### src/rtl/lcmt_pkg.sv
`default_nettype none
package lcmt_pkg;

  localparam int SLOPE_W = 32;
  localparam int ICPT_W  = 48;
  localparam int OUT_W   = 49;

  typedef enum logic {
    CMD_INSERT = 1'b0,
    CMD_QUERY  = 1'b1
  } cmd_t;

  typedef struct packed {
    logic signed [SLOPE_W-1:0] slope;
    logic signed [ICPT_W-1:0]  intercept;
  } line_t;

  typedef enum logic [2:0] {
    ST_CLEAR,
    ST_IDLE,
    ST_READ,
    ST_MUL,
    ST_CMP
  } state_t;

endpackage
`default_nettype wire

### src/rtl/lcmt_eval.sv
`default_nettype none
module lcmt_eval import lcmt_pkg::*; #(
  parameter int XW = 17,
  localparam int PW = SLOPE_W + XW + 2,
  localparam int SW = ((PW > OUT_W) ? PW : OUT_W) + 1
) (
  input  wire logic                 clk,
  input  wire logic                 en,
  input  wire logic signed [SLOPE_W:0] a,
  input  wire logic [XW-1:0]        x,
  input  wire logic signed [ICPT_W:0]  b,
  output logic signed [SW-1:0]      sum
);

  logic signed [PW-1:0]   prod;
  logic signed [ICPT_W:0] offs;

  // a*x + b, product registered before the add
  always_ff @(posedge clk) begin
    if (en) begin
      prod <= a * $signed({1'b0, x});
      offs <= b;
    end
  end

  assign sum = SW'(prod) + SW'(offs);

endmodule
`default_nettype wire

### config.mk
export PLATFORM = sky130hd
export DESIGN_NAME = lcmt_eval
export DESIGN_NICKNAME = d
export VERILOG_FILES = /design/src/rtl/lcmt_pkg.sv /design/src/rtl/lcmt_eval.sv
export SDC_FILE = /design/constraint.sdc
export NUM_CORES = 2
export LEC_CHECK = 0
export BUFFER_PORTS_ARGS = -buffer_cell sky130_fd_sc_hd__buf_2
export CAP_MARGIN = 30
export CORE_ASPECT_RATIO = 1.1
export CORE_UTILIZATION = 30
export DETAILED_ROUTE_END_ITERATION = 7
export HOLD_SLACK_MARGIN = 0.12
export PLACE_DENSITY = 0.45
export SYNTH_ARGS = -nofsm -noshare
export SYNTH_HDL_FRONTEND = slang
export SYNTH_SLANG_ARGS = --single-unit
### constraint.sdc
create_clock -name clk -period 20.7 [get_ports clk]
set_input_delay 4.14 -clock clk [delete_from_list [all_inputs] [get_ports clk]]
set_output_delay 4.14 -clock clk [all_outputs]
set_load 0.05 [all_outputs]
==> flow_metrics.env <==
export IMPL_overflow=0
export IMPL_floorplan_initialDensity_pct=30.29
export IMPL_fin_crit_ps=10710
export IMPL_crit_path_end_kind="flip-flop"
export IMPL_crit_chain="buf_2 -> nand2_1 -> fa_1 -> fa_1 -> inv_1 -> fa_1 -> inv_1 -> fa_1 -> fa_1 -> fa_1 -> inv_1 -> ha_1 -> and3_1 -> nand3_1 -> nor2_1 -> nand2_1 -> o21ai_2 -> a41oi_1 -> o21ai_2 -> a31oi_1 -> o31ai_1 -> xor2_1"
export IMPL_yosysMostFrequentCell="inv_1"
export IMPL_finalWirelength_mm=72.15
export IMPL_cpPeakStageDelay_ps=620
export IMPL_die_area_um2=85150
export IMPL_dp_hpwl_mm=57.51
export IMPL_via_count=18280
export IMPL_cts_num_sinks=100
export IMPL_layout_drive_gt1_share_pct=6.852
export IMPL_setup_viol=0
export IMPL_critical_path_startpoint_type="primary input"
export IMPL_core_area_um2=83190
export IMPL_synth_nets=3539
export IMPL_async_reset_ff_share_pct=0
export IMPL_grt_pass1_wl_mm=117.5
export IMPL_syn_inst=2730
export IMPL_fmax_ghz=0.09334
export IMPL_worst_path_most_repeated_cell="fa_1"
export IMPL_antenna_left=0
export IMPL_slew_viol_final=0
export IMPL_clk_pin_slew_worst_paths_ps=80
export IMPL_drc=0
export IMPL_syn_to_final_growth_pct=8.203
export IMPL_track_usage_pct=17.60
export IMPL_viasPerCell=4.717
export IMPL_path_buf_inv=4
export IMPL_finalHoldViolCount=0
export IMPL_root_buffer="clkbuf_16"
export IMPL_gp_congestion=0.8572
export IMPL_critPathKind="in -> reg"
export IMPL_whs_path_depth=1
export IMPL_final_setup_tns_ps=0
export IMPL_synth_edf_count=100
export IMPL_dr_pass1_iters=5
export IMPL_post_cts_buffers=0
export IMPL_wire_per_inst_um=18.62
export IMPL_cts_tree="done"
export IMPL_synth_area_um2=25200
export IMPL_status="finished, final reports clean"
export IMPL_cts_made_buffers=9
export IMPL_avgSynthCellArea_um2=9.230
export IMPL_hold_path_startpoint="b[43]"
export IMPL_worstPathArrival_ps=10830
export IMPL_yosys_area_top_type="fa_1"
export IMPL_critical_path_slowest_cell="buf_2"
export IMPL_slew_headroom_pct=38.04
export IMPL_numPortBuffers=152
export IMPL_rsz0062_at_grt="false"
export IMPL_pin_count=153
export IMPL_cts_hold_buf=0
export IMPL_drt_initial_drc_count=1009
export IMPL_netlist_top_cells_count="inv_1, fa_1, nand2_1"
export IMPL_num_rows=111
export IMPL_min_to="offs[43]"
export IMPL_synth_cell_types=67
export IMPL_worstMarginPinSlew_ps=929.5
export IMPL_yosysSeqAreaShare_pct=11.92
export IMPL_grt_max_degree=66
export IMPL_dieWidth_um=278.3
export IMPL_ys_flop_type="edfxtp_1"
export IMPL_path_max_fanout=33
export IMPL_crit_required_ps=20820
export IMPL_grt_pass1_vias=20820
export IMPL_synth_warnings=0
export IMPL_critical_path_top_delay_family="adder cells"
export IMPL_fp_dieH_um=306.0
export IMPL_htreeDepth=3
export IMPL_cap_violations=0
export IMPL_synth_top_cell_area_share_pct=42.67
export IMPL_antenna_found_initial=2
export IMPL_period_share_pct=51.76
export IMPL_yosys_top_cells_area="fa_1, edfxtp_1, inv_1"
export IMPL_antenna_cells=0
export IMPL_crit_start="x[3]"
export IMPL_final_nets=3606
export IMPL_ys_seq_elements=100
export IMPL_ctsResizeCount=0
export IMPL_hold_path_class="in -> reg"
export IMPL_ctsLongestPathBuffers=2
-- area by class of cell --
type / count / area (µm²)
clock buffer: 9 / 225.2
clock inverter: 7 / 81.33
fill: 8666 / 55930
inverter: 639 / 2399
multi-input combinational: 1889 / 19400
sequential: 100 / 3003
tap: 1073 / 1343
timing repair buffer: 158 / 808.3
-- registers in the layout, summed over array words and instances (netlist names) --
signal and flops:
prod 51, offs 49
-- worst max path at each step --
stage | to | slack [ps] | cells past startpoint
6_report | prod[49] | 9990 | 22
4_1_cts | prod[49] | 9910 | 22
3_5_place_dp | prod[49] | 9500 | 22
5_1_grt | prod[49] | 9590 | 22
3_3_place_gp | prod[49] | 9510 | 22
2_1_floorplan | prod[50] | 10220 | 25
-- kinds of logic (layout without fill, tap and decap cells) --
kind of cell / Yosys count / in the layout / synth area share (%)
XOR/XNOR: 94 / 94 / 3.267
AND/OR/NAND/NOR: 779 / 779 / 14.70
flip-flops: 100 / 100 / 11.92
AO/OA/AOI/OAI: 308 / 308 / 7.886
buffers and inverters: 741 / 813 / 11.07
adder cells (fa/ha/maj): 708 / 708 / 51.16
-- stage by stage --
| step | instance area (µm²) | cells | setup slack [ps] | hold slack, ps | utilization, % |
|---|---|---|---|---|---|
| floorplan | 25200 | 2730 | 10220 | 4239 | - |
| global placement | 26960 | 3859 | 9505 | 4318 | 32.40 |
| detailed placement | 26960 | 3859 | 9498 | 4318 | 32.40 |
| CTS | 27260 | 3875 | 9907 | 3918 | 32.77 |
| global route | 27260 | 3875 | 9587 | 3920 | 32.77 |
| finish | 27260 | 3875 | 9987 | 3938 | 32.77 |
-- per-layer routing --
layer	vias up	track usage, %	wire (µm)
met5	-	0	0
met4	0	3.096	817
met2	430	29.80	33880
met3	57	1.516	3125
met1	9416	24.70	34320
li1	8374	-	-
-- cell usage in the layout, fill, tap and decap left out, types with 27 or more instances in the layout --
master	count
a21o_1	60
o21ai_0	51
nand2_1	412
a21oi_1	101
edfxtp_1	100
and2_1	216
inv_1	639
ha_1	171
buf_2	151
xor2_1	27
xnor2_1	67
fa_1	537
nor2_1	52
Power is left out: the tool's default activity adds up to more than one toggle a clock period on the data nets, which glitch-free logic cannot reach.
